===== src/rtl/core/tpba_pkg.sv =====
// tpba_pkg: shared types and constants for the two-pool bitmap page allocator
// used by tpba_pool and two_pool_bitmap_page_allocator; no dependencies
package tpba_pkg;

  localparam int unsigned ADDR_W        = 52;
  localparam int unsigned CFG_IDX_W     = 2;
  localparam int unsigned SMALL_CNT_W   = 7;
  localparam int unsigned LARGE_CNT_W   = 3;
  localparam int unsigned SMALL_SHIFT   = 21;
  localparam int unsigned LARGE_SHIFT   = 30;

  localparam logic [ADDR_W-1:0] SMALL_BASE_RST = ADDR_W'(64'h0000_0000_3000_0000);
  localparam logic [ADDR_W-1:0] LARGE_BASE_RST = ADDR_W'(64'h0000_0001_0000_0000);

  localparam logic [CFG_IDX_W-1:0] CFG_GIG_EN     = 2'd0;
  localparam logic [CFG_IDX_W-1:0] CFG_SMALL_BASE = 2'd1;
  localparam logic [CFG_IDX_W-1:0] CFG_LARGE_BASE = 2'd2;

  typedef enum logic {
    OP_ALLOC = 1'b0,
    OP_FREE  = 1'b1
  } op_e;

  typedef enum logic {
    ORDER_SMALL = 1'b0,
    ORDER_LARGE = 1'b1
  } order_e;

  typedef struct packed {
    op_e               opcode;
    order_e            page_order;
    logic [ADDR_W-1:0] release_address;
  } req_t;

  typedef struct packed {
    logic [ADDR_W-1:0]      page_address;
    logic                   done_ok;
    logic [SMALL_CNT_W-1:0] small_free_count;
    logic [LARGE_CNT_W-1:0] large_free_count;
  } rsp_t;

  typedef struct packed {
    logic alloc;
    logic release_pg;
  } pool_ctl_t;

endpackage


===== src/rtl/core/tpba_pool.sv =====
// tpba_pool: one page pool with used-bit map, free count, first-free search
// and address-to-slot mapping; depends on tpba_pkg
module tpba_pool import tpba_pkg::*; #(
  parameter int unsigned SLOTS = 64,
  parameter int unsigned SHIFT = 21,
  localparam int unsigned CW   = $clog2(SLOTS + 1)
) (
  input  logic              clk_i,
  input  logic              rst_ni,
  input  pool_ctl_t         ctl_i,
  input  logic [ADDR_W-1:0] base_i,
  input  logic [ADDR_W-1:0] addr_i,
  output logic              ok_o,
  output logic [ADDR_W-1:0] page_o,
  output logic [CW-1:0]     count_o
);

  localparam int unsigned IDXW = (SLOTS > 1) ? $clog2(SLOTS) : 1;
  localparam int unsigned HIW  = ADDR_W - SHIFT;

  logic [SLOTS-1:0]  used_q, used_d;
  logic [CW-1:0]     cnt_q, cnt_d;
  logic              found;
  logic [IDXW-1:0]   free_idx;
  logic [HIW-1:0]    diff_hi;
  logic              in_range;
  logic [IDXW-1:0]   rel_idx;
  logic              rel_hit;

  // lowest free slot
  always_comb begin
    found    = 1'b0;
    free_idx = '0;
    for (int i = SLOTS - 1; i >= 0; i--) begin
      if (!used_q[i]) begin
        found    = 1'b1;
        free_idx = IDXW'(i);
      end
    end
  end

  assign diff_hi  = HIW'((addr_i - base_i) >> SHIFT);
  assign in_range = (addr_i >= base_i) && (diff_hi < HIW'(SLOTS));
  assign rel_idx  = diff_hi[IDXW-1:0];
  assign rel_hit  = in_range && used_q[rel_idx];

  always_comb begin
    used_d = used_q;
    cnt_d  = cnt_q;
    ok_o   = 1'b0;
    page_o = '0;
    if (ctl_i.alloc && found) begin
      used_d[free_idx] = 1'b1;
      cnt_d            = cnt_q - CW'(1);
      ok_o             = 1'b1;
      page_o           = base_i + (ADDR_W'(free_idx) << SHIFT);
    end else if (ctl_i.release_pg && rel_hit) begin
      used_d[rel_idx] = 1'b0;
      cnt_d           = cnt_q + CW'(1);
      ok_o            = 1'b1;
    end
  end

  assign count_o = cnt_d;

  always_ff @(posedge clk_i or negedge rst_ni) begin
    if (!rst_ni) begin
      used_q <= '0;
      cnt_q  <= CW'(SLOTS);
    end else begin
      used_q <= used_d;
      cnt_q  <= cnt_d;
    end
  end

  a_count_matches_map: assert property (@(posedge clk_i) disable iff (!rst_ni)
    int'($countones(used_q)) + int'(cnt_q) == int'(SLOTS))
    else $error("free count out of step with used map");

  a_alloc_sets_bit: assert property (@(posedge clk_i) disable iff (!rst_ni)
    (ctl_i.alloc && ok_o) |=> used_q[$past(free_idx)])
    else $error("allocated slot not marked used");

  a_one_op: assert property (@(posedge clk_i) disable iff (!rst_ni)
    !(ctl_i.alloc && ctl_i.release_pg))
    else $error("alloc and free requested together");

endmodule


===== src/rtl/core/two_pool_bitmap_page_allocator.sv =====
// two_pool_bitmap_page_allocator: top level with config registers, request and
// result registers and two tpba_pool instances; depends on tpba_pkg, tpba_pool
//
// A request is taken on every cycle that start is high; busy is always low.
// Each request gives one result on rsp_o, marked by done_o, after it has passed
// through the request register and then the result register.
// The whole search and map update sits between those two registers, so a
// request sees every earlier request's effect and one request per cycle is
// sustained. done_o is a one-cycle strobe and cannot be held off.
module two_pool_bitmap_page_allocator import tpba_pkg::*; #(
  parameter int unsigned SMALL_POOL_SLOTS = 64,
  parameter int unsigned LARGE_POOL_SLOTS = 4
) (
  input  logic                 clk_i,
  input  logic                 rst_ni,
  input  logic                 start,
  output logic                 busy,
  input  req_t                 req_i,
  output logic                 done_o,
  output rsp_t                 rsp_o,
  input  logic                 cfg_we_i,
  input  logic [CFG_IDX_W-1:0] cfg_idx_i,
  input  logic [ADDR_W-1:0]    cfg_data_i
);

  localparam int unsigned SCW = $clog2(SMALL_POOL_SLOTS + 1);
  localparam int unsigned LCW = $clog2(LARGE_POOL_SLOTS + 1);

  logic              gig_en_q;
  logic [ADDR_W-1:0] small_base_q, large_base_q;
  req_t              req_q;
  logic              req_vld_q;
  rsp_t              rsp_q, rsp_d;
  logic              rsp_vld_q;
  pool_ctl_t         s_ctl, l_ctl;
  logic              s_ok, l_ok;
  logic [ADDR_W-1:0] s_page, l_page;
  logic [SCW-1:0]    s_cnt;
  logic [LCW-1:0]    l_cnt;

  assign busy = 1'b0;

  // config writes
  always_ff @(posedge clk_i or negedge rst_ni) begin
    if (!rst_ni) begin
      gig_en_q     <= 1'b0;
      small_base_q <= SMALL_BASE_RST;
      large_base_q <= LARGE_BASE_RST;
    end else if (cfg_we_i) begin
      unique case (cfg_idx_i)
        CFG_GIG_EN:     gig_en_q     <= cfg_data_i[0];
        CFG_SMALL_BASE: small_base_q <= cfg_data_i;
        CFG_LARGE_BASE: large_base_q <= cfg_data_i;
        default: ;
      endcase
    end
  end

  // request register
  always_ff @(posedge clk_i or negedge rst_ni) begin
    if (!rst_ni) begin
      req_vld_q <= 1'b0;
    end else begin
      req_vld_q <= start && !busy;
    end
  end

  always_ff @(posedge clk_i) begin
    if (start && !busy) begin
      req_q <= req_i;
    end
  end

  always_comb begin
    s_ctl.alloc      = req_vld_q && (req_q.page_order == ORDER_SMALL)
                       && (req_q.opcode == OP_ALLOC);
    s_ctl.release_pg = req_vld_q && (req_q.page_order == ORDER_SMALL)
                       && (req_q.opcode == OP_FREE);
    l_ctl.alloc      = req_vld_q && gig_en_q && (req_q.page_order == ORDER_LARGE)
                       && (req_q.opcode == OP_ALLOC);
    l_ctl.release_pg = req_vld_q && gig_en_q && (req_q.page_order == ORDER_LARGE)
                       && (req_q.opcode == OP_FREE);
  end

  tpba_pool #(
    .SLOTS (SMALL_POOL_SLOTS),
    .SHIFT (SMALL_SHIFT)
  ) u_small (
    .clk_i   (clk_i),
    .rst_ni  (rst_ni),
    .ctl_i   (s_ctl),
    .base_i  (small_base_q),
    .addr_i  (req_q.release_address),
    .ok_o    (s_ok),
    .page_o  (s_page),
    .count_o (s_cnt)
  );

  tpba_pool #(
    .SLOTS (LARGE_POOL_SLOTS),
    .SHIFT (LARGE_SHIFT)
  ) u_large (
    .clk_i   (clk_i),
    .rst_ni  (rst_ni),
    .ctl_i   (l_ctl),
    .base_i  (large_base_q),
    .addr_i  (req_q.release_address),
    .ok_o    (l_ok),
    .page_o  (l_page),
    .count_o (l_cnt)
  );

  always_comb begin
    rsp_d.page_address     = (req_q.page_order == ORDER_LARGE) ? l_page : s_page;
    rsp_d.done_ok          = s_ok || l_ok;
    rsp_d.small_free_count = SMALL_CNT_W'(s_cnt);
    rsp_d.large_free_count = gig_en_q ? LARGE_CNT_W'(l_cnt) : '0;
  end

  // result register
  always_ff @(posedge clk_i or negedge rst_ni) begin
    if (!rst_ni) begin
      rsp_vld_q <= 1'b0;
    end else begin
      rsp_vld_q <= req_vld_q;
    end
  end

  always_ff @(posedge clk_i) begin
    if (req_vld_q) begin
      rsp_q <= rsp_d;
    end
  end

  assign done_o = rsp_vld_q;
  assign rsp_o  = rsp_q;

  a_done_follows_req: assert property (@(posedge clk_i) disable iff (!rst_ni)
    done_o |-> $past(req_vld_q))
    else $error("result without request");

  a_fail_zero_addr: assert property (@(posedge clk_i) disable iff (!rst_ni)
    (done_o && !rsp_o.done_ok) |-> (rsp_o.page_address == '0))
    else $error("failed request returned an address");

  a_large_hidden: assert property (@(posedge clk_i) disable iff (!rst_ni)
    (done_o && !gig_en_q) |-> (rsp_o.large_free_count == '0))
    else $error("large count shown while pool disabled");

  a_single_pool: assert property (@(posedge clk_i) disable iff (!rst_ni)
    !(s_ok && l_ok))
    else $error("both pools acted on one request");

endmodule

===== config.mk =====
export PLATFORM = sky130hd
export DESIGN_NAME = two_pool_bitmap_page_allocator
export DESIGN_NICKNAME = d
export VERILOG_FILES = /design/src/rtl/core/tpba_pkg.sv /design/src/rtl/core/tpba_pool.sv /design/src/rtl/core/two_pool_bitmap_page_allocator.sv
export SDC_FILE = /design/constraint.sdc
export NUM_CORES = 1
export LEC_CHECK = 0
export ABC_AREA = 0
export BUFFER_PORTS_ARGS = -buffer_cell sky130_fd_sc_hd__buf_2
export CORE_ASPECT_RATIO = 1.4
export CORE_UTILIZATION = 57
export CTS_CLUSTER_DIAMETER = 30
export DETAILED_ROUTE_END_ITERATION = 6
export PLACE_DENSITY = 0.77
export SYNTH_ARGS = -nofsm -noshare
export SYNTH_HDL_FRONTEND = slang
export SYNTH_SLANG_ARGS = --single-unit

===== constraint.sdc =====
create_clock -name clk_i -period 9 [get_ports clk_i]
set_input_delay 1.35 -clock clk_i [delete_from_list [all_inputs] [get_ports clk_i]]
set_output_delay 1.35 -clock clk_i [all_outputs]
set_load 0.03 [all_outputs]

# Word level (Yosys, flattened, before mapping)
# Index checks and enable logic that the tools add are counted.
op_classes:
  order_cmp: 12
  n_eq_ne: 2
  n_mux: 163
  reduce_logical: 26
  add_sub_neg: 8
  n_bitwise: 8
ops:
  columns: ["cell", "count"]
  rows:
  - ["$mux 6", 64]
  - ["$mux 52", 3]
  - ["$mux 64", 2]
  - ["$ge 52x52->1", 2]
  - ["$sub 52x52->52", 2]
  - ["$mux 1", 78]
  - ["$and 64x64->64", 1]
  - ["$not 64->64", 1]
  - ["$or 64x64->64", 1]
  - ["$add 52x27->52", 1]
  - ["$add 52x32->52", 1]
  - ["$lt 31x7->1 const B", 1]
  - ["$lt 22x3->1 const B", 1]
  - ["$logic_and 1x1->1", 19]
  - ["$lt 6x7->1 const B", 2]
  - ["$mux 7", 2]
  - ["$demux 1 s6", 2]
  - ["$ge 6x1->1 const B", 2]
  - ["$mux 2", 4]
  - ["$mux 4", 2]
  - ["$add 7x1->7 const B", 1]
  - ["$sub 7x1->7 const B", 1]
  - ["$bmux 1 s6", 1]
  - ["$lt 2x3->1 const B", 2]
  - ["16 further kinds", 23]
word_totals:
  inputBits: 112
  output_inout_bits: 65
  word_cells: 235
  ff_bits: 302

# Logic depth before layout (Yosys ltp)
depth:
  ltp_word: 70
  mapped_depth: 22
  mapped_depth_nobuf: 20

# Modules after synthesis
# Synthesis repeated with hierarchy kept, for this count alone.
hier_totals:
  cells_unflattened: 2393
  hier_area_um2: 21882.2
modules_own_cells:
  columns: ["mod", "area_per_inst_um2", "cells_each", "seq_area_each_um2", "instances"]
  rows:
  - ["tpba_pool at u_small", 9441.6, 1321, 1778.0, 1]
  - ["two_pool_bitmap_page_allocator", 8260.4, 412, 6194.7, 1]
  - ["tpba_pool at u_large", 4180.3, 660, 176.4, 1]

# Least setup slack after synthesis
# OpenSTA, ideal clock, no wires.
synth_timing:
  path_kind: "flip-flop to flip-flop"
  start: "register req_vld_q"
  end: "register rsp_q, in the netlist rsp_o[5] (data pin)"
  required_time_ns: 8.736
  period_less_slack_ns: 4.839
  setup_ns: 0.264
  stages_incl_launch_ff: 14
  n_path_buf: 0
  setup_slack_ns: 4.161
  t_arrival_ns: 4.575
  path_cell_list: "dfrtp_1 nand2_1 a2111oi_0 o2111ai_1 nor3_1 nand4_1 a2111oi_0 nand4_1 or3_1 nand4bb_1 a2111o_4 nor4b_2 a22o_1 xor2_1"
synth_lines:
  columns: ["element", "line", "source"]
  rows:
  - ["start: declaration", "two_pool_bitmap_page_allocator.sv:32", "logic req_vld_q;"]
  - ["start signal: assignment", "two_pool_bitmap_page_allocator.sv:64", "req_vld_q <= start && !busy;"]
  - ["end signal: assignment", "two_pool_bitmap_page_allocator.sv:131", "rsp_q <= rsp_d;"]
  - ["end: declaration", "two_pool_bitmap_page_allocator.sv:33", "rsp_t rsp_q, rsp_d;"]

==> results.cfg <==
[die]
core_area_um2 = 33200
die-area_um2 = 34500
die_h_um = 220
row_count = 79
die_w_um = 157
io-pin-count = 177
start_util_pct = 58.0

[pwr]
comb_power_share_pct = 35.0
switching_share_pct = 39.1
p_sw_mw = 2.32
intPower_mw = 3.62
p_seq_share_pct = 30.4
power_frac_clock_pct = 34.6
irDropWorstVdd_mv = 0.232
leakage_nw = 9.43
power-per-cell-area_nw_per_um2 = 265

[clock_network]
root_buffer = clkbuf_16
clk_pin_slew_ps = 60
cts_buffer_depth = 3
post_cts_resized = 0
clock_latency_ps = 600
cts_hold_repair.buffers = 0
htreeDepth = 2
cts_tree = built
cts_inserted_buffers = 53
cts_sinks = 302
post_cts_buffers = 0

[worst_setup_path]
crit_chain = ha_1 -> a2111o_1 -> a21o_1 -> o2111ai_1 -> o21a_1 -> o211a_1 -> nand2_1 -> o221ai_1 -> o31ai_1 -> a311oi_1 -> a2111o_4 -> nor4b_2 -> nor2_1 -> nand3_1
slowest_stage = a311oi_1
end_kind = flop
cp_top_family = compound AO/OA/AOI/OAI gates
cp.arrival_ps = 5920
required_ps = 9310
critical_path_buf_inv_count = 0
cp-start-kind = flop
max_stage_delay_ps = 800
crit_type = flop to flop
crit_fanout = 16

[timing]
tightest_slew_ps = 1040
clock_skew_ps = 31.2
finalSetupViolCount = 0
tns_ps = 0
rsz0062_at_grt = false
final.min_clock_period_ps = 5610
min_period_over_period_pct = 62.3
hold_violations = 0
relSlewSlack_pct = 30.1
fmax_mhz = 178
final_max_slew_viol_count = 0

[yosys]
yosysMostFrequentCell = nand2_1
ys_ff_latch = 302
synth_fp_nets = 2225
synth_cell_type_count = 90
yosysSeqAreaShare_pct = 42.3
synthCells = 1997
yosys_warnings = 0
ys_top_cells_by_count = nand2_1, dfrtp_1, inv_1
synth_area_um2 = 19300
synthAdderAreaFrac_pct = 7.57
ys.flop_type = dfrtp_1
synth.area.mux_share_pct = 7.12
async_reset_ff_share_pct = 61.3
yosys.area.top_type = dfrtp_1
yosys.area_share.simple_pct = 15.3
yosys-top-cells-area = dfrtp_1, edfxtp_1, ha_1
syn_avg_cell_area_um2 = 9.65
synth_top_area_share_pct = 23.4
synth_edf_count = 117
synth_xor_area_share_pct = 3.46
synth_top_family_by_area = compound AO/OA/AOI/OAI gates
synth-compound-area-share_pct = 19.6

[global_route]
overflow = 0
antenna_found_initial = 4
grt_max_degree = 70
grt_use_met3_pct = 6.57
track_usage_pct = 37.4
grt_use_met1_pct = 40.8
grt_most_used_layer = met2
grt_util_met2_pct = 63.6
grt_pass1_vias = 17300
grt_pass1_wl_um = 97300

[placed_design]
place.gp.congestion = 1.09
hpwlAfterDp_um = 46800
place.port_buffers = 175
post_dp_cell_area_um2 = 20500

[cells_and_area]
post-route-util_pct = 67.5
stdcell_area_um2 = 22400
area_growth_pct = 16.3
fill_cells = 2628
drive_gt1_share_pct = 19.9
fin_nets = 2397

[drt]
via_per_inst = 6.42
drt-total-wl_um = 63300
wl_per_cell_um = 23.8
vias = 17100
antenna_left = 0
drt_iter0_markers = 1501
drcViolationCount = 0
drt_pass1_iterations = 6

[status]
status = finished, final reports clean

[run]
drv_cap = 0

[hold_path]
hp-class = flop to flop
cell usage in the layout, fill, tap and decap left out, drive strengths merged, types with 11 or more instances in the layout:
cell and n:
nand2 241, buf 189, dfrtp 180, inv 179
edfxtp 117, ha 115, o21ai 113, mux2 110
a21oi 107, nor2 90, xnor2 63, nand3 62
clkbuf 57, o22ai 55, o2bb2ai 51, nand4 40
nor3 40, a21o 31, a31oi 24, and3 19
o211ai 19, a2111oi 17, nand2b 15, o21a 15
nor3b 15, nor4 15, clkinv 14, nor2b 13
xor2 13, a211oi 12, or3 12, mux2i 11
kinds of logic after synthesis:
family | count (synthesis)
other | 1
muxes | 122
and+or+nand+nor | 601
adders and majority gates | 116
AOI/OAI and AO/OA | 548
buffers and inverters | 231
xor gates and xnor gates | 76
DFF | 302
flip-flops by register name, indices dropped and copies added (netlist names), 3 cells and up:
| signal | count |
|---|---|
| large_base_q | 52 |
| u_large.cnt_q | 3 |
| u_large.used_q | 4 |
| small_base_q | 52 |
| req_q | 54 |
| rsp_o | 63 |
| u_small.used_q | 64 |
| u_small.cnt_q | 7 |
per-stage QoR:
stage	hold WS (ps)	instances	worst slack [ps]	total power, mW
after floorplan	477	1997	4160	3.23
after global placement	488	2559	3590	3.80
after detailed placement	494	2559	3420	3.84
after CTS	506	2659	3410	5.91
after global routing	524	2664	3080	6.21
final	501	2664	3390	5.95
power groups by stage:
stage               registers [mW]  clock network [mW]  logic (mW)
detailed placement            1.82                   0        2.02
CTS                           1.80                2.07        2.04
global route                  1.83                2.13        2.25
global placement              1.82                   0        1.99
finish                        1.81                2.06        2.08
floorplan                     1.82                   0        1.41
cell type report:
| class | instances | area [um2] | share of cell area [%] |
|---|---|---|---|
| Inverter | 158 | 593 | 2.65 |
| Sequential cell | 302 | 8150 | 36.4 |
| Tap cell | 445 | 557 | 2.48 |
| Multi-Input combinational cell | 1464 | 10200 | 45.7 |
| Clock buffer | 56 | 1370 | 6.11 |
| Antenna cell | 5 | 12.5 | 0.0558 |
| Clock inverter | 44 | 497 | 2.22 |
| Timing Repair Buffer | 190 | 997 | 4.45 |
per-layer routing:
layer / part of all wire [%] / wire (um)
met4: 8.8 / 5570
met5: 0 / 0
met3: 6.2 / 3900
met2: 49 / 31200
met1: 36 / 22700
worst paths after layout:
path,endpoint,cells after the start,slack [ps],start
min in group asynchronous,u_small.used_q[15],1,780,rst_ni
min reg2reg,large_base_q[49],1,500,large_base_q[49]
max reg2reg,rsp_o[10],14,3390,req_q[14]
min,large_base_q[49],1,500,large_base_q[49]
max,rsp_o[10],14,3390,req_q[14]
max in group asynchronous,small_base_q[36],2,6920,rst_ni
Note: power is estimated with default switching activity, not from simulation.
